## src/sv/vcp_cap_pkg.sv

```systemverilog
package vcp_cap_pkg;

  localparam int MAX_NEST = 255;
  localparam int DEPTH_W = $clog2(MAX_NEST + 1);

  // One character causes at most three results.
  localparam int MAX_RES = 3;
  localparam int RES_IDX_W = $clog2(MAX_RES);
  localparam int CNT_W = $clog2(MAX_RES + 1);

  typedef enum logic {
    KIND_ENTRY  = 1'b0,
    KIND_STATUS = 1'b1
  } kind_t;

  typedef enum logic [1:0] {
    ST_NOT_FOUND = 2'd0,
    ST_CLOSED    = 2'd1,
    ST_UNCLOSED  = 2'd2,
    ST_NEST_OVF  = 2'd3
  } status_t;

  typedef struct packed {
    logic        kind;
    logic [7:0]  vcp_code;
    logic [15:0] feature_value;
    logic        has_value;
    logic        last_of_capability;
    logic [1:0]  section_status;
  } entry_t;

  typedef struct packed {
    logic [CNT_W-1:0]           count;
    entry_t [MAX_RES-1:0]       slot;
  } bundle_t;

endpackage

```

## src/sv/vcp_cap_if.sv

```systemverilog
interface vcp_cap_in_if;
  logic       valid;
  logic       ready;
  logic [7:0] ch;
  logic       end_of_string;

  modport source (output valid, output ch, output end_of_string, input ready);
  modport sink (input valid, input ch, input end_of_string, output ready);
endinterface

interface vcp_cap_out_if;
  logic        valid;
  logic        ready;
  logic        kind;
  logic [7:0]  vcp_code;
  logic [15:0] feature_value;
  logic        has_value;
  logic        last_of_capability;
  logic [1:0]  section_status;

  modport source (output valid, output kind, output vcp_code, output feature_value,
                  output has_value, output last_of_capability, output section_status,
                  input ready);
  modport sink (input valid, input kind, input vcp_code, input feature_value,
                input has_value, input last_of_capability, input section_status,
                output ready);
endinterface

```

## src/sv/vcp_cap_core.sv

```systemverilog
module vcp_cap_core
  import vcp_cap_pkg::*;
(
  input  logic       clk,
  input  logic       rst_n,
  input  logic       accept,
  input  logic [7:0] ch,
  input  logic       eos,
  output bundle_t    bundle
);

  typedef enum logic [1:0] {
    PH_SEARCH,
    PH_SECTION,
    PH_CLOSED
  } phase_t;

  typedef enum logic [2:0] {
    SS_EXPECT,
    SS_CODE,
    SS_AFTER,
    SS_BAD_AFTER,
    SS_BAD_SKIP,
    SS_LIST,
    SS_VALUE
  } sub_t;

  localparam logic [3:0][7:0] KEY_TEXT = {8'h28, 8'h70, 8'h63, 8'h76};
  localparam logic [7:0] CH_V = 8'h76;
  localparam logic [7:0] CH_OPEN = 8'h28;
  localparam logic [7:0] CH_CLOSE = 8'h29;

  phase_t             phase_r, phase_nxt;
  logic [1:0]         match_r, match_nxt;
  logic [DEPTH_W-1:0] sect_depth_r, sect_depth_nxt;
  logic [DEPTH_W-1:0] skip_depth_r, skip_depth_nxt;
  logic [15:0]        tok_r, tok_nxt;
  logic               tok_ovf_r, tok_ovf_nxt;
  sub_t               sub_r, sub_nxt;
  logic [7:0]         pcode_r, pcode_nxt;
  logic [15:0]        pval_r, pval_nxt;
  logic               pvalid_r, pvalid_nxt;
  logic               nest_ovf_r, nest_ovf_nxt;

  logic               dig_ok;
  logic [3:0]         dig;
  logic               is_ws;
  logic               done;
  logic               closed;
  logic [CNT_W-1:0]   cnt;
  status_t            st;

  function automatic entry_t mk_entry(input logic kind, input logic [7:0] code,
                                      input logic [15:0] val, input logic has,
                                      input logic last, input logic [1:0] status);
    entry_t e;
    e.kind = kind;
    e.vcp_code = code;
    e.feature_value = val;
    e.has_value = has;
    e.last_of_capability = last;
    e.section_status = status;
    return e;
  endfunction

  always_comb begin
    dig_ok = 1'b1;
    dig = 4'd0;
    if (ch >= 8'h30 && ch <= 8'h39) begin
      dig = ch[3:0];
    end else if ((ch >= 8'h61 && ch <= 8'h66) || (ch >= 8'h41 && ch <= 8'h46)) begin
      dig = 4'(ch[2:0] + 3'd1) + 4'd8;
    end else begin
      dig_ok = 1'b0;
    end
    is_ws = (ch == 8'h20) || (ch >= 8'h09 && ch <= 8'h0D);
  end

  always_comb begin
    phase_nxt = phase_r;
    match_nxt = match_r;
    sect_depth_nxt = sect_depth_r;
    skip_depth_nxt = skip_depth_r;
    tok_nxt = tok_r;
    tok_ovf_nxt = tok_ovf_r;
    sub_nxt = sub_r;
    pcode_nxt = pcode_r;
    pval_nxt = pval_r;
    pvalid_nxt = pvalid_r;
    nest_ovf_nxt = nest_ovf_r;
    bundle = '0;
    cnt = '0;
    done = 1'b0;
    closed = 1'b0;
    st = ST_NOT_FOUND;

    if (accept) begin
      case (phase_r)
        PH_SEARCH: begin
          if (ch == KEY_TEXT[match_r]) begin
            if (match_r == 2'd3) begin
              phase_nxt = PH_SECTION;
              sect_depth_nxt = DEPTH_W'(1);
              sub_nxt = SS_EXPECT;
            end else begin
              match_nxt = match_r + 2'd1;
            end
          end else begin
            match_nxt = (ch == CH_V) ? 2'd1 : 2'd0;
          end
        end
        PH_SECTION: begin
          if (ch == CH_OPEN) begin
            if (sect_depth_r >= DEPTH_W'(MAX_NEST)) begin
              nest_ovf_nxt = 1'b1;
            end else begin
              sect_depth_nxt = sect_depth_r + DEPTH_W'(1);
            end
          end else if (ch == CH_CLOSE) begin
            if (sect_depth_r != '0) begin
              sect_depth_nxt = sect_depth_r - DEPTH_W'(1);
            end
            closed = (sect_depth_r <= DEPTH_W'(1));
          end

          if (closed) begin
            if (sub_r == SS_CODE && !tok_ovf_r && tok_r <= 16'h00FF) begin
              bundle.slot[cnt[RES_IDX_W-1:0]] =
                mk_entry(KIND_ENTRY, tok_r[7:0], 16'd0, 1'b0, 1'b1, ST_NOT_FOUND);
              cnt = cnt + CNT_W'(1);
            end else if (sub_r == SS_AFTER) begin
              bundle.slot[cnt[RES_IDX_W-1:0]] =
                mk_entry(KIND_ENTRY, pcode_r, 16'd0, 1'b0, 1'b1, ST_NOT_FOUND);
              cnt = cnt + CNT_W'(1);
            end
            phase_nxt = PH_CLOSED;
          end else begin
            // The states are visited in the order below, so a character that
            // ends one token falls through to the states that follow it.
            if (sub_nxt == SS_CODE) begin
              if (dig_ok) begin
                if (tok_nxt > 16'h0FFF) begin
                  tok_ovf_nxt = 1'b1;
                end else begin
                  tok_nxt = {tok_nxt[11:0], dig};
                end
                done = 1'b1;
              end else if (tok_ovf_nxt || tok_nxt > 16'h00FF) begin
                sub_nxt = SS_BAD_AFTER;
              end else begin
                pcode_nxt = tok_nxt[7:0];
                sub_nxt = SS_AFTER;
              end
            end

            if (!done && sub_nxt == SS_AFTER) begin
              if (is_ws) begin
                done = 1'b1;
              end else if (ch == CH_OPEN) begin
                pvalid_nxt = 1'b0;
                pval_nxt = 16'd0;
                sub_nxt = SS_LIST;
                done = 1'b1;
              end else begin
                bundle.slot[cnt[RES_IDX_W-1:0]] =
                  mk_entry(KIND_ENTRY, pcode_nxt, 16'd0, 1'b0, 1'b1, ST_NOT_FOUND);
                cnt = cnt + CNT_W'(1);
                sub_nxt = SS_EXPECT;
              end
            end else if (!done && sub_nxt == SS_BAD_AFTER) begin
              if (is_ws) begin
                done = 1'b1;
              end else if (ch == CH_OPEN) begin
                skip_depth_nxt = DEPTH_W'(1);
                sub_nxt = SS_BAD_SKIP;
                done = 1'b1;
              end else begin
                sub_nxt = SS_EXPECT;
              end
            end

            if (!done && sub_nxt == SS_VALUE) begin
              if (dig_ok) begin
                if (tok_nxt > 16'h0FFF) begin
                  tok_ovf_nxt = 1'b1;
                end else begin
                  tok_nxt = {tok_nxt[11:0], dig};
                end
                done = 1'b1;
              end else begin
                if (!tok_ovf_nxt) begin
                  if (pvalid_nxt) begin
                    bundle.slot[cnt[RES_IDX_W-1:0]] =
                      mk_entry(KIND_ENTRY, pcode_nxt, pval_nxt, 1'b1, 1'b0, ST_NOT_FOUND);
                    cnt = cnt + CNT_W'(1);
                  end
                  pval_nxt = tok_nxt;
                  pvalid_nxt = 1'b1;
                end
                sub_nxt = SS_LIST;
              end
            end

            if (!done) begin
              case (sub_nxt)
                SS_BAD_SKIP: begin
                  if (ch == CH_OPEN) begin
                    if (skip_depth_nxt >= DEPTH_W'(MAX_NEST)) begin
                      nest_ovf_nxt = 1'b1;
                    end else begin
                      skip_depth_nxt = skip_depth_nxt + DEPTH_W'(1);
                    end
                  end else if (ch == CH_CLOSE) begin
                    if (skip_depth_nxt != '0) begin
                      skip_depth_nxt = skip_depth_nxt - DEPTH_W'(1);
                    end
                    if (skip_depth_nxt == '0) begin
                      sub_nxt = SS_EXPECT;
                    end
                  end
                end
                SS_LIST: begin
                  if (ch == CH_CLOSE) begin
                    bundle.slot[cnt[RES_IDX_W-1:0]] =
                      mk_entry(KIND_ENTRY, pcode_nxt, pvalid_nxt ? pval_nxt : 16'd0,
                               pvalid_nxt, 1'b1, ST_NOT_FOUND);
                    cnt = cnt + CNT_W'(1);
                    pvalid_nxt = 1'b0;
                    pval_nxt = 16'd0;
                    sub_nxt = SS_EXPECT;
                  end else if (dig_ok) begin
                    tok_nxt = {12'd0, dig};
                    tok_ovf_nxt = 1'b0;
                    sub_nxt = SS_VALUE;
                  end
                end
                default: begin
                  sub_nxt = SS_EXPECT;
                  if (dig_ok) begin
                    tok_nxt = {12'd0, dig};
                    tok_ovf_nxt = 1'b0;
                    sub_nxt = SS_CODE;
                  end
                end
              endcase
            end
          end
        end
        default: begin
        end
      endcase

      if (eos) begin
        if (phase_nxt == PH_SEARCH) begin
          st = ST_NOT_FOUND;
        end else if (nest_ovf_nxt) begin
          st = ST_NEST_OVF;
        end else if (phase_nxt == PH_CLOSED) begin
          st = ST_CLOSED;
        end else begin
          st = ST_UNCLOSED;
        end
        bundle.slot[cnt[RES_IDX_W-1:0]] =
          mk_entry(KIND_STATUS, 8'd0, 16'd0, 1'b0, 1'b0, st);
        cnt = cnt + CNT_W'(1);

        phase_nxt = PH_SEARCH;
        match_nxt = 2'd0;
        sect_depth_nxt = '0;
        skip_depth_nxt = '0;
        tok_nxt = 16'd0;
        tok_ovf_nxt = 1'b0;
        sub_nxt = SS_EXPECT;
        pcode_nxt = 8'd0;
        pval_nxt = 16'd0;
        pvalid_nxt = 1'b0;
        nest_ovf_nxt = 1'b0;
      end
    end

    bundle.count = cnt;
  end

  always_ff @(posedge clk) begin
    if (!rst_n) begin
      phase_r <= PH_SEARCH;
      match_r <= 2'd0;
      sect_depth_r <= '0;
      skip_depth_r <= '0;
      tok_r <= 16'd0;
      tok_ovf_r <= 1'b0;
      sub_r <= SS_EXPECT;
      pcode_r <= 8'd0;
      pval_r <= 16'd0;
      pvalid_r <= 1'b0;
      nest_ovf_r <= 1'b0;
    end else begin
      phase_r <= phase_nxt;
      match_r <= match_nxt;
      sect_depth_r <= sect_depth_nxt;
      skip_depth_r <= skip_depth_nxt;
      tok_r <= tok_nxt;
      tok_ovf_r <= tok_ovf_nxt;
      sub_r <= sub_nxt;
      pcode_r <= pcode_nxt;
      pval_r <= pval_nxt;
      pvalid_r <= pvalid_nxt;
      nest_ovf_r <= nest_ovf_nxt;
    end
  end

  a_eos_restarts: assert property (@(posedge clk) disable iff (!rst_n)
    accept && eos |=> phase_r == PH_SEARCH && sub_r == SS_EXPECT && !nest_ovf_r)
    else $error("parser state not cleared after end of string");

  a_section_depth: assert property (@(posedge clk) disable iff (!rst_n)
    phase_r == PH_SECTION |-> sect_depth_r != '0)
    else $error("open section with zero depth");

  a_closed_depth: assert property (@(posedge clk) disable iff (!rst_n)
    phase_r == PH_CLOSED |-> sect_depth_r == '0)
    else $error("closed section with nonzero depth");

endmodule

```

## src/sv/vcp_cap_outq.sv

```systemverilog
module vcp_cap_outq
  import vcp_cap_pkg::*;
(
  input  logic           clk,
  input  logic           rst_n,
  input  logic           load,
  input  bundle_t        bundle,
  output logic           ready,
  vcp_cap_out_if.source  out_chan
);

  logic [CNT_W-1:0]     rem_r;
  logic [RES_IDX_W-1:0] head_r;
  entry_t [MAX_RES-1:0] slot_r;
  entry_t               cur;
  logic                 out_fire;

  assign cur = slot_r[head_r];
  assign out_fire = out_chan.valid && out_chan.ready;

  // A new request may enter once the last buffered result leaves.
  assign ready = (rem_r == '0) || (rem_r == CNT_W'(1) && out_chan.ready);

  assign out_chan.valid = (rem_r != '0);
  assign out_chan.kind = cur.kind;
  assign out_chan.vcp_code = cur.vcp_code;
  assign out_chan.feature_value = cur.feature_value;
  assign out_chan.has_value = cur.has_value;
  assign out_chan.last_of_capability = cur.last_of_capability;
  assign out_chan.section_status = cur.section_status;

  always_ff @(posedge clk) begin
    if (!rst_n) begin
      rem_r <= '0;
      head_r <= '0;
    end else if (load) begin
      rem_r <= bundle.count;
      head_r <= '0;
    end else if (out_fire) begin
      rem_r <= rem_r - CNT_W'(1);
      head_r <= head_r + RES_IDX_W'(1);
    end
  end

  always_ff @(posedge clk) begin
    if (load) begin
      slot_r <= bundle.slot;
    end
  end

  a_load_shows: assert property (@(posedge clk) disable iff (!rst_n)
    load && bundle.count != '0 |=> out_chan.valid)
    else $error("loaded results not presented");

  a_status_last: assert property (@(posedge clk) disable iff (!rst_n)
    out_chan.valid && cur.kind == KIND_STATUS |-> rem_r == CNT_W'(1))
    else $error("status item is not the last result of its request");

  a_slot_range: assert property (@(posedge clk) disable iff (!rst_n)
    rem_r != '0 |-> ({1'b0, head_r} + {1'b0, rem_r}) <= 3'(MAX_RES))
    else $error("result index beyond buffer");

endmodule

```

## src/sv/vcp_capability_list_parser.sv

```systemverilog
// The first result of a request appears in the cycle after it is accepted.
// Throughput: one character per cycle while each character causes at most one
// result and the output is not stalled; a character that causes more results
// (up to three) holds the next character until the single output port drains them.
// Reset: synchronous, active low; clears the parser state and drops buffered results.
module vcp_capability_list_parser
  import vcp_cap_pkg::*;
(
  input  logic          clk,
  input  logic          rst_n,
  vcp_cap_in_if.sink    in_chan,
  vcp_cap_out_if.source out_chan
);

  logic    q_ready;
  logic    accept;
  bundle_t bundle;

  assign in_chan.ready = q_ready;
  assign accept = in_chan.valid && q_ready;

  vcp_cap_core u_core (
    .clk    (clk),
    .rst_n  (rst_n),
    .accept (accept),
    .ch     (in_chan.ch),
    .eos    (in_chan.end_of_string),
    .bundle (bundle)
  );

  vcp_cap_outq u_outq (
    .clk      (clk),
    .rst_n    (rst_n),
    .load     (accept),
    .bundle   (bundle),
    .ready    (q_ready),
    .out_chan (out_chan)
  );

endmodule

```

## src/flat_wrapper.sv

```systemverilog
// flat-port wrapper written by rule: the top's interface ports become plain ports
module vcp_capability_list_parser_flat import vcp_cap_pkg::*;
  (clk, rst_n, in_chan_valid, in_chan_ch, in_chan_end_of_string, in_chan_ready, out_chan_valid, out_chan_kind, out_chan_vcp_code, out_chan_feature_value, out_chan_has_value, out_chan_last_of_capability, out_chan_section_status, out_chan_ready);
  vcp_cap_in_if in_chan_i ();
  vcp_cap_out_if out_chan_i ();
  input  logic clk;
  input  logic rst_n;
  input wire logic [$bits(in_chan_i.valid)-1:0] in_chan_valid;
  input wire logic [$bits(in_chan_i.ch)-1:0] in_chan_ch;
  input wire logic [$bits(in_chan_i.end_of_string)-1:0] in_chan_end_of_string;
  output wire logic [$bits(in_chan_i.ready)-1:0] in_chan_ready;
  output wire logic [$bits(out_chan_i.valid)-1:0] out_chan_valid;
  output wire logic [$bits(out_chan_i.kind)-1:0] out_chan_kind;
  output wire logic [$bits(out_chan_i.vcp_code)-1:0] out_chan_vcp_code;
  output wire logic [$bits(out_chan_i.feature_value)-1:0] out_chan_feature_value;
  output wire logic [$bits(out_chan_i.has_value)-1:0] out_chan_has_value;
  output wire logic [$bits(out_chan_i.last_of_capability)-1:0] out_chan_last_of_capability;
  output wire logic [$bits(out_chan_i.section_status)-1:0] out_chan_section_status;
  input wire logic [$bits(out_chan_i.ready)-1:0] out_chan_ready;
  assign in_chan_i.valid = in_chan_valid;
  assign in_chan_i.ch = in_chan_ch;
  assign in_chan_i.end_of_string = in_chan_end_of_string;
  assign in_chan_ready = in_chan_i.ready;
  assign out_chan_valid = out_chan_i.valid;
  assign out_chan_kind = out_chan_i.kind;
  assign out_chan_vcp_code = out_chan_i.vcp_code;
  assign out_chan_feature_value = out_chan_i.feature_value;
  assign out_chan_has_value = out_chan_i.has_value;
  assign out_chan_last_of_capability = out_chan_i.last_of_capability;
  assign out_chan_section_status = out_chan_i.section_status;
  assign out_chan_i.ready = out_chan_ready;
  vcp_capability_list_parser u_core (.clk(clk), .rst_n(rst_n), .in_chan(in_chan_i), .out_chan(out_chan_i));
endmodule
```

## config.mk

```make
export PLATFORM = sky130hd
export DESIGN_NAME = vcp_capability_list_parser_flat
export DESIGN_NICKNAME = d
export VERILOG_FILES = /design/src/sv/vcp_cap_pkg.sv /design/src/sv/vcp_cap_if.sv /design/src/sv/vcp_cap_core.sv /design/src/sv/vcp_cap_outq.sv /design/src/sv/vcp_capability_list_parser.sv /design/src/flat_wrapper.sv
export SDC_FILE = /design/constraint.sdc
export NUM_CORES = 1
export LEC_CHECK = 0
export ABC_AREA = 1
export BUFFER_PORTS_ARGS = -buffer_cell sky130_fd_sc_hd__buf_2
export CORE_UTILIZATION = 31
export DETAILED_ROUTE_END_ITERATION = 10
export GPL_ROUTABILITY_DRIVEN = 0
export RECOVER_POWER = 50
export SYNTH_ARGS = -nofsm -noshare
export SYNTH_HDL_FRONTEND = slang
export SYNTH_SLANG_ARGS = --single-unit
export TNS_END_PERCENT = 10
```

## constraint.sdc

```tcl
create_clock -name clk -period 4.06 [get_ports clk]
set_clock_uncertainty 0.1 [all_clocks]
set_input_delay 0.203 -clock clk [delete_from_list [all_inputs] [get_ports clk]]
set_output_delay 0.203 -clock clk [all_outputs]
set_load 0.02 [all_outputs]
```

**After elaboration in Yosys (flattened, before gate mapping)**

Index checks and enable logic that the tools add are counted.

- Add/sub/neg operators: 12
- Order comparisons: 23
- Eq/ne operators: 24
- Mux-type cells: 253
- Bitwise logic cells: 1
- Reductions and logical operators: 38

Operator list:

| operator | number |
|---|---|
| 87-bit two-way mux | 13 |
| 16-bit two-way mux | 34 |
| 8-bit two-way mux | 40 |
| 87-bit bitwise mux | 3 |
| 29-bit two-way mux | 8 |
| 29-bit demux with 2-bit select | 3 |
| 28-bit two-way mux | 5 |
| 3-bit two-way mux | 29 |
| 1-bit two-way mux | 74 |
| 2-bit two-way mux | 33 |
| 29-bit binary-select mux with 2-bit select | 1 |
| 58-bit two-way mux | 1 |
| 16-bit by 12-bit > comparator with 1-bit output (second input constant) | 2 |
| 16-bit one-hot mux with 2 select lines | 1 |
| 8-bit by 6-bit == test with 1-bit output (second input constant) | 3 |
| 8-bit by 1-bit adder with 8-bit output (second input constant) | 2 |
| 8-bit binary-select mux with 2-bit select | 1 |
| 8-bit by 7-bit greater-or-equal comparator with 1-bit output (second input constant) | 2 |
| 8-bit greater-or-equal comparator (second input constant) | 2 |
| 16-bit by 8-bit > comparator with 1-bit output (second input constant) | 1 |
| 16-bit by 8-bit less-or-equal comparator with 1-bit output (second input constant) | 1 |
| 8-bit by 7-bit less-or-equal comparator with 1-bit output (second input constant) | 2 |
| 8-bit one-hot mux with 2 select lines | 1 |
| 8-bit nonzero test | 2 |
| 38 further kinds | 87 |

- Register bits after elaboration: 157
- Bits of input ports: 13
- Word-level logic and storage cells: 382

**Depth between registers and ports, before layout**

Gate-level depths: netlist (run 1).

- Depth in word-level cells: 38
- Gate-level depth with buffers: 30
- Mapped depth without buffers: 30

**By module**

A second synthesis (run 1) with hierarchy kept.

- Cell total of the unflattened synthesis: 1336
- Area total of the unflattened synthesis: 9845.7 µm²

By module, submodules not included:

| module | times used | cells each | area an instance (µm²) | seq. area each (µm²) |
|---|---|---|---|---|
| vcp_cap_core | 1 | 1075 | 6299.8 | 1321.3 |
| vcp_cap_outq | 1 | 259 | 3538.4 | 2692.6 |
| vcp_capability_list_parser | 1 | 2 | 7.5 | 0.0 |

**Least setup slack after synthesis (run 1)**

OpenSTA, ideal clock, no wires.

- Path type: register to register
- Start: register u_core.u_outq.rem_r[0]
- End: register u_core.u_core.sect_depth_r[5]
- Setup time: 0.119 ns
- Arrival: 3.952 ns
- Required time: 3.841 ns
- Path slack: -0.112 ns
- Cell stages (with the launch flop): 13
- Period minus slack after synthesis: 4.172 ns
- Cell sequence: dfxtp_1 -> inv_1 -> ha_1 -> inv_1 -> nand2_1 -> nand2_1 -> inv_1 -> nand2_1 -> nor2_1 -> o21ai_0 -> a211o_1 -> o21ai_0 -> a21oi_1

- Longest elaborated chain between the ends: 5
- Elaborated cells between the ends (all ways): 6
- Classes of those cells: 1 x eq/ne; 5 x reduce/logical

RTL lines:

| what | line | text |
|---|---|---|
| start: declaration | vcp_cap_outq.sv:12 | `logic [CNT_W-1:0] rem_r;` |
| start signal: assignment | vcp_cap_outq.sv:37 | `rem_r <= bundle.count;` |
| start signal: assignment | vcp_cap_outq.sv:40 | `rem_r <= rem_r - CNT_W'(1);` |
| 2-bit by 1-bit == test with 1-bit output | vcp_cap_outq.sv:22 | `assign ready = (rem_r == '0) \|\| (rem_r == CNT_W'(1) && out_chan.ready);` |
| 1-bit logical AND | vcp_cap_outq.sv:22 |  |
| 1-bit logical OR * | vcp_cap_outq.sv:22 |  |
| named net in_chan_ready | flat_wrapper.sv:11 | `output wire logic [$bits(in_chan_i.ready)-1:0] in_chan_ready;` |
| 1-bit logical AND * | vcp_capability_list_parser.sv:20 | `assign accept = in_chan.valid && q_ready;` |
| named net u_core.accept | vcp_capability_list_parser.sv:16 | `logic accept;` |
| 7-bit AND reduction (no line) * | -- |  |
| end signal: assignment | vcp_cap_core.sv:300 | `sect_depth_r <= sect_depth_nxt;` |
| end: declaration | vcp_cap_core.sv:35 | `logic [DEPTH_W-1:0] sect_depth_r, sect_depth_nxt;` |

The timed path passes the listed nets; every way through them passes the cells marked *.
A chain may end at the register's enable or synchronous reset.

==> implementation parameters, run 1 <==
Parameter                              Value

Die
  Width of the die ... 179 microns
  Total Die Area ... approximately 32000 sq um
  Initial core utilization ... 0.317
  Height of the chip ... approximately 180 microns
  CORE AREA ... 30700 sq um
  Number of rows created at floorplan ... 64
  Count of boundary I/O pins ... 44

Flow run
  Max-capacitance violation count ... 2

Finish
  Inserted Diodes ... 0
  Fin nets ... 1452
  Area added between synthesis and finish ... 14.9%
  Share of post-route cells with drive strength above 1 ... 0.109

Logic synthesis
  Xor/xnor cell area share of the yosys netlist ... 0.0108
  Mux cell area share after synthesis ... 0.00103
  Mean instance size in the synthesized netlist ... between 7 and 8 sq um
  Share of the synthesized area in the top cell type ... 0.268
  Largest area contributor in the synthesized netlist ... sky130_fd_sc_hd__edfxtp_1
  Largest cells by area after synthesis ... sky130_fd_sc_hd__edfxtp_1 (27%), sky130_fd_sc_hd__dfxtp_1 (14%), sky130_fd_sc_hd__nand2_1 (12%)
  Dominant combinational cell family by area after synthesis ... simple AND/OR/NAND/NOR gates
  Most used DFF post-synth ... sky130_fd_sc_hd__edfxtp_1
  #FFs+latches synth ... roughly 160
  Simple-Gate Fraction of Synth Area ... 0.290
  Area fraction in compound gates after synthesis ... 0.168
  Fraction of registers with async set/reset ... 0
  Post-Synthesis Cell Area ... between 9000 and 10000 sq um
  Number of synthesized flops with an enable pin ... 87
  Distinct cell type count of the synthesized netlist ... 54
  Area share of fa/ha/maj cells after synthesis ... 0.0333
  Count of synthesis-stage warnings from yosys ... 0
  Leading post-synthesis cells by instance count ... sky130_fd_sc_hd__nand2_1 (317), sky130_fd_sc_hd__nor2_1 (189), sky130_fd_sc_hd__inv_1 (137)
  Cell count after synthesis ... about 1400
  Seq/Total Area, Yosys ... 0.411
  Most frequent cell after synthesis ... sky130_fd_sc_hd__nand2_1
  Number of nets produced by synthesis ... approximately 1400

STA
  Pins Over Slew Limit ... 102
  Slew at the pin with the worst max-slew slack ... 1.93 ns
  Number of endpoints with negative hold slack in the final report ... 0
  Achievable Freq ... 270 MHz
  PnR worst setup slack ... roughly 0.35 ns
  Hold WS ... between 0.1 and 0.15 ns
  Post-layout minimum cycle time ... 3.71 ns
  Setup violation total in the final timing report ... 0
  Fraction of the cycle the final worst path needs ... 0.914
  Slew Limit Headroom ... -0.283

Global route
  Largest net degree at the start of global routing ... 64
  Overflow left after global routing ... 0
  Via count of the first global-routing pass ... about 8600
  Global-route wire length before repair ... 43.9 mm
  Number of antenna violations at the first check in global routing ... 0
  Global router's overall resource usage ... 0.166

Placed design
  Buffers on Ports ... 43
  Pre-CTS setup slack ... -0.0542 ns
  DP Wirelength ... around 20 mm

Drt
  Via Count ... between 9000 and 10000
  # DRC ... 0
  Average vias per placed instance ... around 5.0
  Number of nets still failing antenna checks after routing ... 0
  Final Routed Wirelength ... 26.5 mm
  Routed wirelength normalized by instance count ... 14.5 microns
  Number of DRC violations after detailed-routing iteration 0 ... 831
  Length of the first detailed-routing pass in iterations ... 7

Power and ir drop
  Power density of the placed cells ... 429 nW/um^2
  Total leakage power ... around 4.6 nW
  Peak supply drop ... 278 uV

Setup path
  Data required time at the worst endpoint ... around 4.2 ns
  FF-to-FF Start ... u_core.u_core.sub_r[2]
  Nature of the critical path endpoint ... flop
  Critical path startpoint category ... flop
  Largest fanout on the critical path ... 14
  Worst setup path class ... flop to flop
  Worst endpoint data arrival time ... approximately 3.9 ns
  Launching element of the worst setup path ... u_core.u_core.sub_r[2]

Clocking
  Skew-Pair Late Insertion Delay ... 0.43 ns
  Clock tree buffer depth ... 2
  Clock sink count ... roughly 160
  Post-CTS setup buffer count ... 0
  Root buffer cell ... sky130_fd_sc_hd__clkbuf_16
  CTS buffer count ... 17
  H-tree depth ... 4
  Clk slew on worst S/H paths ... ~0.070 ns
  Clock tree from TritonCTS ... yes

Hold path
  Class of the tightest hold or removal check ... input port to flop
  Hold_sp ... out_chan_ready

Outcome
  Status ... finished with violations
  Violated checks ... capacitance limit, slew limit
## state kept, by name, indices dropped and copies added (netlist names), 2 cells and up
name and count:
u_core.u_outq.rem_r 2, u_core.u_core.sect_depth_r 8, u_core.u_core.pcode_r 8, u_core.u_core.phase_r 2, u_core.u_core.match_r 2, u_core.u_core.tok_r 16
u_core.u_outq.head_r 2, u_core.u_core.skip_depth_r 8, u_core.u_core.sub_r 3, u_core.u_outq.slot_r 87, u_core.u_core.pval_r 16
## cells by family (layout without fill, tap and decap cells)
family / count (synthesis) / count (layout)
flip-flops: 157 / 157
XOR/XNOR: 12 / 12
AND/OR/NAND/NOR: 663 / 663
multiplexers: 1 / 1
adder cells (fa/ha/maj): 26 / 26
buffers and inverters: 214 / 285
AO/OA/AOI/OAI: 282 / 282
## final timing paths
kind,endpoint,slack [ns],cells past startpoint
worst max-delay path,u_core.u_outq.slot_r[36],0.35,26
worst min-delay path,u_core.u_outq.head_r[0],0.11,4
worst max register to register,u_core.u_outq.slot_r[36],0.35,26
worst min register to register,u_core.u_core.pval_r[11],0.37,2
## metrics by stage
stage                     area (sq um)  instances  setup TNS, ns   util  total power [mW]
after detailed placement         10700       1789         -0.369  0.346              3.32
after global routing             11200       1822       -0.00666  0.365              5.06
after floorplan                   9760       1355              0      -              2.94
after CTS                        11200       1822              0  0.365              4.89
after global placement           10700       1789              0  0.346              3.31
final                            11200       1822              0  0.365              4.81
## layer usage
metal	wire (microns)	track usage	vias to the layer above
li1	-	-	4626
met1	12700	0.225	4259
met2	12000	0.269	249
met3	1340	0.0261	39
met4	525	0.0548	0
met5	0	0	-
## placed cells by master (no fill, tap or decap), types with 22 or more instances in the layout
cell,netlist,layout
sky130_fd_sc_hd__a21oi_1,100,100
sky130_fd_sc_hd__buf_4,2,48
sky130_fd_sc_hd__clkbuf_1,37,35
sky130_fd_sc_hd__dfxtp_1,70,70
sky130_fd_sc_hd__edfxtp_1,87,87
sky130_fd_sc_hd__ha_1,26,26
sky130_fd_sc_hd__inv_1,137,136
sky130_fd_sc_hd__nand2_1,317,317
sky130_fd_sc_hd__nand3_1,73,73
sky130_fd_sc_hd__nor2_1,189,187
sky130_fd_sc_hd__nor3_1,26,22
sky130_fd_sc_hd__o21ai_0,87,88
sky130_fd_sc_hd__o31ai_1,31,31
## where the power goes
part	internal, mW	leakage, nW	switching [mW]
registers	2.01	1.42	0.114
clock network	0.907	0.265	0.666
logic	0.295	2.90	0.816
## final cells by class
class                           count  area [sq um]
Multi-Input combinational cell    984          4940
Clock buffer                       19           433
Clock inverter                     13           141
Sequential cell                   157          4010
Tap cell                          396           495
Fill cell                        3303         19500
Inverter                          155           584
Timing Repair Buffer               98           598
## worst max-delay path: stages (launching register included)
cell and delay (ns):
sky130_fd_sc_hd__dfxtp_1 0.32, sky130_fd_sc_hd__inv_2 0.08, sky130_fd_sc_hd__nand2_2 0.08, sky130_fd_sc_hd__nor2_4 0.11, sky130_fd_sc_hd__nand2_1 0.09, sky130_fd_sc_hd__nor2_4 0.16
sky130_fd_sc_hd__nand3_2 0.09, sky130_fd_sc_hd__nand2_1 0.09, sky130_fd_sc_hd__inv_1 0.07, sky130_fd_sc_hd__nor2_1 0.13, sky130_fd_sc_hd__nand2_1 0.09, sky130_fd_sc_hd__nand2_1 0.10
sky130_fd_sc_hd__inv_1 0.09, sky130_fd_sc_hd__ha_1 0.27, sky130_fd_sc_hd__inv_1 0.04, sky130_fd_sc_hd__a21oi_2 0.15, sky130_fd_sc_hd__inv_1 0.07, sky130_fd_sc_hd__ha_1 0.29
sky130_fd_sc_hd__nand2_1 0.07, sky130_fd_sc_hd__nand3_1 0.11, sky130_fd_sc_hd__ha_1 0.20, sky130_fd_sc_hd__nand2_1 0.08, sky130_fd_sc_hd__inv_1 0.05, sky130_fd_sc_hd__nor2_1 0.12
sky130_fd_sc_hd__inv_2 0.08, sky130_fd_sc_hd__buf_4 0.19, sky130_fd_sc_hd__nor3_1 0.20
## repair_timing
item / in CTS / in global routing
resized for setup: 0 / 12
endpoints found under the setup margin: 0 / 77
endpoints found under the hold margin: 1 / 0
hold buffers: 1 / 0
(Power assumes the default switching activity.)
==> inputs of run 2 (changes only) <==
- clock period: 4.06 -> 4.2 ns (I/O delays scaled with it)
==> run 2 against run 1 <==
- clock power grew 8%
- first-iteration DRC count grew 6.3%
- combinational power shrank 4%
- critical path depth unchanged
- global-route usage increased by 0.055 points
- highest routed layer unchanged
- hold slack better by 0.021 ns
- power is 0.60% higher
- the run still ends with capacitance limit, slew limit left
- worst setup slack worse by 0.055 ns
- critical endpoint is now u_core.u_outq.slot_r[41]
- sequential power decreased by 3%
- register-to-register slack got worse by 0.05 ns
- flip-flop and latch count stayed put
- non-clock buffer count down 9
- critical path type unchanged
==> implementation parameters, run 2 (same netlist as run 1, synthesis figures left out) <==
Parameter                              Value

Drt
  Final Routed Wirelength ... 26.7 mm (+0.79%)
  Number of DRC violations after detailed-routing iteration 0 ... 883 (+6.3%)
  Average vias per placed instance ... 5.06 (+0.52%)
  Via Count ... 9170 (-0.033%)
  # DRC ... 0 (unchanged)
  Number of nets still failing antenna checks after routing ... 0 (unchanged)
  Routed wirelength normalized by instance count ... 14.7 microns (+1.3%)
  Length of the first detailed-routing pass in iterations ... 9 (+2)

Outcome
  Violated checks ... capacitance limit, slew limit
  Status ... finished with violations

Clocking
  Clock tree buffer depth ... 2 (unchanged)
  Skew-Pair Late Insertion Delay ... 0.43 ns (about the same)
  Post-CTS setup buffer count ... 0 (unchanged)
  Clock tree from TritonCTS ... yes
  CTS buffer count ... 17 (unchanged)
  Root buffer cell ... sky130_fd_sc_hd__clkbuf_16
  Clock sink count ... 157 (unchanged)
  H-tree depth ... 4 (unchanged)
  Clk slew on worst S/H paths ... 0.06 ns (about the same)

Power and ir drop
  Power density of the placed cells ... 432 nW/um^2 (+0.53%)
  Peak supply drop ... 289 uV (+3.6%)
  Total leakage power ... 4.58 nW (-0.27%)

Setup path
  Worst setup path class ... flop to flop
  Critical path startpoint category ... flop
  Nature of the critical path endpoint ... flop
  Largest fanout on the critical path ... 17 (+3)
  Worst endpoint data arrival time ... 4.06 ns (+0.19 ns)
  Data required time at the worst endpoint ... 4.36 ns (+0.14 ns)

Finish
  Top flop regs ... u_core.u_outq.slot_r x87, u_core.u_core.pval_r x16, u_core.u_core.tok_r x16
  Most frequent cells in the layout ... sky130_fd_sc_hd__nand2_1 (316), sky130_fd_sc_hd__nor2_1 (185), sky130_fd_sc_hd__inv_1 (136)
  Commonest non-fill, non-tap cell in the layout ... sky130_fd_sc_hd__nand2_1
  Layout Cells excl Fill ... 1812 (-0.55%)
  Largest register by flop count ... u_core.u_outq.slot_r
  Flip-flop count of the largest register, all copies and words added ... 87 (unchanged)
  Inserted Diodes ... 0 (unchanged)
  Fin nets ... 1443 (-0.62%)
  Final cell area excluding filler cells ... 11200 sq um (about the same)
  End-of-flow core utilization ... 0.365 (about the same)
  Area added between synthesis and finish ... 15.0% (about the same)
  Share of post-route cells with drive strength above 1 ... 0.107 (-0.00205)

Flow run
  Max-capacitance violation count ... 2 (unchanged)

STA
  Post-layout minimum cycle time ... 3.90 ns (+0.195 ns)
  Setup violation total in the final timing report ... 0 (unchanged)
  Slew at the pin with the worst max-slew slack ... 2.37 ns (+0.443 ns)
  Hold WS ... 0.133 ns (+0.0213 ns)
  Slew Limit Headroom ... -0.579 (-0.296)
  Fraction of the cycle the final worst path needs ... 0.930 (+0.0159)
  Number of endpoints with negative hold slack in the final report ... 0 (unchanged)
  Pins Over Slew Limit ... 144 (+41%)
  Achievable Freq ... 256 MHz (-5.0%)

Global route
  Global-route wire length before repair ... 44.0 mm (about the same)
  Global routing met2 resource utilization ... 0.269 (+0.000625)
  Busiest metal layer after global routing ... met2
  Largest net degree at the start of global routing ... 85 (+33%)
  Global router's overall resource usage ... 0.166 (+0.000549)
  Number of antenna violations at the first check in global routing ... 0 (unchanged)
  Overflow left after global routing ... 0 (unchanged)
  Grt met1 use ... 0.226 (+0.000423)
  Via count of the first global-routing pass ... 8552 (-0.40%)
  Met3 Resource Use GR ... 0.0229 (-0.00324)

Die
  Initial core utilization ... 0.317 (unchanged)
  CORE AREA ... 30700 sq um (unchanged)
  Number of rows created at floorplan ... 64 (unchanged)
  Total Die Area ... 32200 sq um (unchanged)
  Width of the die ... 179 microns (unchanged)
  Count of boundary I/O pins ... 44 (unchanged)
  Height of the chip ... 179 microns (unchanged)

Placed design
  Number of instances in the placed design ... 1780 (-0.50%)
  Buffers on Ports ... 43 (unchanged)
  DP Wirelength ... 19.6 mm (+0.22%)
  Post-detailed-placement cell area ... 10600 sq um (-0.66%)

Hold path
  Class of the tightest hold or removal check ... input port to flop
[run 2: critical path, stage by stage (launching register included)]
cell and delay [ns]:
sky130_fd_sc_hd__dfxtp_1 0.32, sky130_fd_sc_hd__inv_2 0.08, sky130_fd_sc_hd__nand2_2 0.08, sky130_fd_sc_hd__nor2_4 0.12
sky130_fd_sc_hd__nand2_1 0.10, sky130_fd_sc_hd__nor2_4 0.16, sky130_fd_sc_hd__nand3_2 0.09, sky130_fd_sc_hd__nand2_1 0.10
sky130_fd_sc_hd__inv_1 0.08, sky130_fd_sc_hd__nor2_2 0.12, sky130_fd_sc_hd__nand2_2 0.09, sky130_fd_sc_hd__nand2_1 0.11
sky130_fd_sc_hd__inv_1 0.09, sky130_fd_sc_hd__ha_1 0.28, sky130_fd_sc_hd__inv_1 0.03, sky130_fd_sc_hd__a21oi_1 0.18
sky130_fd_sc_hd__inv_1 0.08, sky130_fd_sc_hd__ha_1 0.29, sky130_fd_sc_hd__nand2_1 0.06, sky130_fd_sc_hd__nand3_1 0.12
sky130_fd_sc_hd__ha_1 0.20, sky130_fd_sc_hd__nand2_1 0.10, sky130_fd_sc_hd__inv_1 0.06, sky130_fd_sc_hd__nor2_1 0.11
sky130_fd_sc_hd__clkinv_1 0.09, sky130_fd_sc_hd__buf_4 0.21, sky130_fd_sc_hd__nor3_1 0.23
[run 2: timing repair]
item / 4_1_cts / 5_1_grt
resized for setup: 0 / 13
setup endpoints to repair: 0 / 69
hold buffers: 1 / 0
endpoints found under the hold margin: 2 / 0
[run 2: through the flow]
step	setup TNS, ns	setup slack (ns)	power (mW)
finish	0	0.296	4.84
global route	-0.113	-0.0257	5.09
CTS	0	0.0660	4.91
detailed placement	-0.0463	-0.0273	3.21
global placement	0	0.0961	3.19
floorplan	0	0.0284	2.85
[run 2: metal layers]
| layer | wire (microns) | part of all wire |
|---|---|---|
| met5 | 0 | 0 |
| met4 | 620 | 0.023 |
| met3 | 1460 | 0.055 |
| met2 | 12000 | 0.45 |
| met1 | 12600 | 0.47 |
[run 2: final cells by class]
| type | count | area, sq um |
|---|---|---|
| fillers | 3311 | 19500 |
| multi-input cells | 984 | 4960 |
| flip-flops and latches | 157 | 4020 |
| inverters | 155 | 584 |
| repair buffers | 89 | 524 |
| well taps | 396 | 495 |
| clock buffers | 18 | 429 |
| clock inverters | 13 | 211 |
[run 2: final timing paths]
kind	start	cells after the start	slack, ns	to
setup / recovery	u_core.u_core.sub_r[2]	26	0.30	u_core.u_outq.slot_r[41]
hold / removal	in_chan_valid	3	0.13	u_core.u_core.phase_r[1]
setup reg to reg	u_core.u_core.sub_r[2]	26	0.30	u_core.u_outq.slot_r[41]
hold reg to reg	u_core.u_core.pval_r[3]	2	0.36	u_core.u_core.pval_r[3]
[run 2: report_power, final]
part	total, mW	internal, mW	switching [mW]
Clock	1.70	1.06	0.646
Combinational	1.07	0.283	0.789
Sequential	2.07	1.96	0.110
==> inputs of run 3 (changes only) <==
- ABC_AREA: 1 -> not set
- MAX_ROUTING_LAYER: not set -> met4
==> run 3 against run 2 <==
- the run still ends with capacitance limit, slew limit left
- cell count shrank 17%
- die area decreased by 3.6%
- register-to-register slack got worse by 0.17 ns
- synthesized area fell by 3.7%
- non-clock buffer count shrank 1
- clock-buffer cell count increased by 8
- largest cell class unchanged
- critical path depth shrank 11
- wire length fell by 4.5%
- highest routed layer unchanged
- sequential share of layout area rose by 1.6 points
- critical endpoint is now u_core.u_outq.slot_r[37]
- flip-flop and latch count did not move
- hold slack lost 0.043 ns
==> implementation parameters, run 3 <==
Parameter                              Value

STA
  Achievable Freq ... 246 MHz (-4.1%)
  Slew Limit Headroom ... -0.620 (-0.0410)
  Number of endpoints with negative hold slack in the final report ... 0 (unchanged)
  Slew at the pin with the worst max-slew slack ... 2.43 ns (+0.0616 ns)
  RSZ-0062 raised after global routing ... yes
  Pins Over Slew Limit ... 32 (-78%)
  Post-layout minimum cycle time ... 4.07 ns (+0.166 ns)
  Fraction of the cycle the final worst path needs ... 0.969 (+0.0395)
  Setup violation total in the final timing report ... 0 (unchanged)

Placed design
  DP Wirelength ... 17.8 mm (-9.1%)
  Buffers on Ports ... 43 (unchanged)
  Number of instances in the placed design ... 1465 (-18%)

Setup path
  Cell family contributing the most delay on the critical path ... simple AND/OR/NAND/NOR gates
  Logic depth of the worst path, buffers included ... 15 (-42%)
  Worst flop-to-flop path endpoint ... u_core.u_outq.slot_r[37]
  FF-to-FF Start ... u_core.u_core.tok_r[15]
  End point of the critical path ... u_core.u_outq.slot_r[37]
  Critical path startpoint category ... flop
  Worst endpoint data arrival time ... 4.26 ns (+0.20 ns)
  Largest incremental delay on the critical path ... 0.58 ns (+0.26 ns)
  Setup slack of the worst register-to-register path ... 0.13 ns (-0.17 ns)
  Launching element of the worst setup path ... u_core.u_core.tok_r[15]
  Cell chain of the critical path ... or4_4, and4b_2, o211ai_4, a211o_1, ha_1, o21ai_2, ha_1, mux2i_1, nand2_1, ha_1, nand2_1, nand4b_4, nand2b_1, buf_4, nor2_1
  Data required time at the worst endpoint ... 4.39 ns (+0.03 ns)
  Number of cells on the worst reg-to-reg path ... 15 (-42%)
  Nature of the critical path endpoint ... flop
  Max stage delay cell, worst path ... sky130_fd_sc_hd__or4_4
  Critical Path Most Common Cell ... sky130_fd_sc_hd__ha_1
  Buffering stage count on the worst path with inverters included ... 1 (-7)
  Worst setup path class ... flop to flop
  Largest fanout on the critical path ... 16 (-1)

Finish
  Top flop regs ... u_core.u_outq.slot_r x87, u_core.u_core.pval_r x16, u_core.u_core.tok_r x16
  Share of post-route cells with drive strength above 1 ... 0.115 (+0.00717)
  Most frequent cells in the layout ... sky130_fd_sc_hd__nor2_1 (166), sky130_fd_sc_hd__nand2_1 (117), sky130_fd_sc_hd__edfxtp_1 (87)
  Layout Cells excl Fill ... 1499 (-17%)
  Flip-flop count of the largest register, all copies and words added ... 87 (unchanged)
  Area added between synthesis and finish ... 14.2%
  Inserted Diodes ... 0 (unchanged)
  Fin nets ... 1135 (-21%)
  Commonest non-fill, non-tap cell in the layout ... sky130_fd_sc_hd__nor2_1
  Largest register by flop count ... u_core.u_outq.slot_r

Die
  Number of rows created at floorplan ... 63 (-1.6%)
  Initial core utilization ... 0.316 (-0.000976)
  Height of the chip ... 176 microns (-1.8%)
  CORE AREA ... 29700 sq um (-3.4%)
  Count of boundary I/O pins ... 44 (unchanged)
  Width of the die ... 176 microns (-1.8%)
  Total Die Area ... 31000 sq um (-3.6%)

Clocking
  Clock tree buffer depth ... 2 (unchanged)
  Clk slew on worst S/H paths ... 0.06 ns (about the same)
  Skew-Pair Late Insertion Delay ... 0.43 ns (about the same)
  H-tree depth ... 4 (unchanged)
  Clock tree from TritonCTS ... yes
  Clock sink count ... 157 (unchanged)
  Root buffer cell ... sky130_fd_sc_hd__clkbuf_16
  CTS buffer count ... 17 (unchanged)

Logic synthesis
  Largest cells by area after synthesis ... sky130_fd_sc_hd__edfxtp_1 (28%), sky130_fd_sc_hd__dfxtp_1 (15%), sky130_fd_sc_hd__nor2_1 (6.7%)
  Seq/Total Area, Yosys ... 0.427 (+0.0156)
  Most frequent cell after synthesis ... sky130_fd_sc_hd__nor2_1
  Mean instance size in the synthesized netlist ... 8.88 sq um (+23%)
  Share of the synthesized area in the top cell type ... 0.278 (+0.0102)
  Number of synthesized flops with an enable pin ... 87 (unchanged)
  Most used DFF post-synth ... sky130_fd_sc_hd__edfxtp_1
  Count of synthesis-stage warnings from yosys ... 0 (unchanged)
  Largest area contributor in the synthesized netlist ... sky130_fd_sc_hd__edfxtp_1
  Cell count after synthesis ... 1059 (-22%)
  Number of nets produced by synthesis ... 1098 (-21%)
  Post-Synthesis Cell Area ... 9400 sq um (-3.7%)
  Distinct cell type count of the synthesized netlist ... 85 (+57%)
  #FFs+latches synth ... 157 (unchanged)
  Fraction of registers with async set/reset ... 0 (unchanged)
  Leading post-synthesis cells by instance count ... sky130_fd_sc_hd__nor2_1 (168), sky130_fd_sc_hd__nand2_1 (119), sky130_fd_sc_hd__edfxtp_1 (87)

Global route
  Number of antenna violations at the first check in global routing ... 0 (unchanged)
  Via count of the first global-routing pass ... 7655 (-10%)
  Global router's overall resource usage ... 0.172 (+0.00571)
  Largest net degree at the start of global routing ... 88 (+3.5%)
  Global-route wire length before repair ... 41.0 mm (-6.8%)
  Overflow left after global routing ... 0 (unchanged)

Power and ir drop
  Flop pwr share ... 0.441 (+0.014)
  Switching part of the total power ... 0.313 (-0.00646)
  Post-layout power ... 4.59 mW (-5.1%)
  Clock group share of total power ... 0.338 (-0.013)
  Switching component of the power ... 1.44 mW (-7.1%)
  Part of the total power dissipated in combinational logic ... 0.221 (about the same)
  Peak supply drop ... 287 uV (-0.50%)
  Int Pwr ... 3.16 mW (-4.2%)
  Power density of the placed cells ... 428 nW/um^2 (-0.86%)
  Total leakage power ... 3.61 nW (-21%)

Drt
  Length of the first detailed-routing pass in iterations ... 5 (-4)
  Number of DRC violations after detailed-routing iteration 0 ... 685 (-22%)
  Via Count ... 8079 (-12%)
  Final Routed Wirelength ... 25.5 mm (-4.5%)
  # DRC ... 0 (unchanged)
  Routed wirelength normalized by instance count ... 17.0 microns (+15%)
  Number of nets still failing antenna checks after routing ... 0 (unchanged)
  Average vias per placed instance ... 5.39 (+6.5%)

Hold path
  Class of the tightest hold or removal check ... input port to flop

Flow run
  Max-capacitance violation count ... 1 (-1)

Outcome
  Violated checks ... capacitance limit, slew limit
  Status ... finished with violations
[run 3: cell count changes after synthesis, moves of 44 or more]
cell                      delta
sky130_fd_sc_hd__a22oi_1    +47
sky130_fd_sc_hd__nand3_1    -50
sky130_fd_sc_hd__a21oi_1    -57
sky130_fd_sc_hd__inv_1     -102
sky130_fd_sc_hd__mux2i_1    +44
sky130_fd_sc_hd__nand2_1   -198
[run 3: worst reg2reg max path: stages, from the launching register on]
cell and delay, ns:
sky130_fd_sc_hd__dfxtp_1 0.33, sky130_fd_sc_hd__or4_4 0.58, sky130_fd_sc_hd__and4b_2 0.39, sky130_fd_sc_hd__o211ai_4 0.09, sky130_fd_sc_hd__a211o_1 0.37, sky130_fd_sc_hd__ha_1 0.36
sky130_fd_sc_hd__o21ai_2 0.17, sky130_fd_sc_hd__ha_1 0.25, sky130_fd_sc_hd__mux2i_1 0.20, sky130_fd_sc_hd__nand2_1 0.13, sky130_fd_sc_hd__ha_1 0.23, sky130_fd_sc_hd__nand2_1 0.12
sky130_fd_sc_hd__nand4b_4 0.11, sky130_fd_sc_hd__nand2b_1 0.18, sky130_fd_sc_hd__buf_4 0.21, sky130_fd_sc_hd__nor2_1 0.12
[run 3: cell families after synthesis]
group,after synthesis,synth area share
buffers and inverters,106,0.0482
adders and majority gates,26,0.0346
DFF,157,0.427
xor gates and xnor gates,20,0.0186
AOI/OAI and AO/OA,302,0.224
muxes,47,0.0503
and+or+nand+nor,401,0.197
[run 3: power groups by stage]
stage	sequential (mW)	clock (mW)	combinational [mW]
floorplan	2.04	0	0.724
global placement	2.05	0	1.04
detailed placement	2.06	0	1.05
CTS	2.03	1.58	1.05
global route	2.05	1.64	1.11
finish	2.03	1.55	1.01
[run 3: area by class of cell]
type | count | area (sq um)
clock buffer | 26 | 522
clock inverter | 6 | 71.3
fill | 2966 | 19000
inverter | 36 | 136
multi-input combinational | 796 | 4980
sequential | 157 | 4020
tap | 390 | 488
timing repair buffer | 88 | 522
[run 3: worst min-delay path by stage]
stage | cells past startpoint | from | endpoint
finish | 4 | in_chan_valid | u_core.u_outq.rem_r[1]
global route | 4 | in_chan_valid | u_core.u_outq.rem_r[1]
CTS | 4 | in_chan_valid | u_core.u_outq.rem_r[1]
detailed placement | 2 | u_core.u_core.tok_r[12] | u_core.u_core.tok_r[12]
global placement | 2 | u_core.u_core.tok_r[12] | u_core.u_core.tok_r[12]
floorplan | 2 | in_chan_end_of_string | u_core.u_outq.slot_r[28]
[run 3: repair_timing]
action	4_1_cts	5_1_grt
buffers inserted	0	2
hold buffers	0	0
endpoints found under the hold margin	0	0
gates resized for setup	0	11
setup endpoints to repair	0	59
[run 3: routing by layer]
| layer | track usage | vias up | routed length [microns] |
|---|---|---|---|
| met2 | 0.277 | 237 | 12300 |
| met3 | 0.0258 | 36 | 1140 |
| met4 | 0.0620 | 0 | 520 |
| met5 | - | - | 0 |
| li1 | - | 3936 | - |
| met1 | 0.218 | 3870 | 11600 |
[run 3: metrics by stage]
stage	instance area (sq um)	TNS [ns]	hold slack [ns]	setup slack, ns	util
CTS	10700	0	0.0770	0.0723	0.361
finish	10700	0	0.0903	0.130	0.361
floorplan	9400	0	0.335	0.0746	-
global placement	10100	0	0.377	0.191	0.341
global route	10700	-1.20	0.125	-0.0534	0.361
detailed placement	10100	0	0.394	0.106	0.341
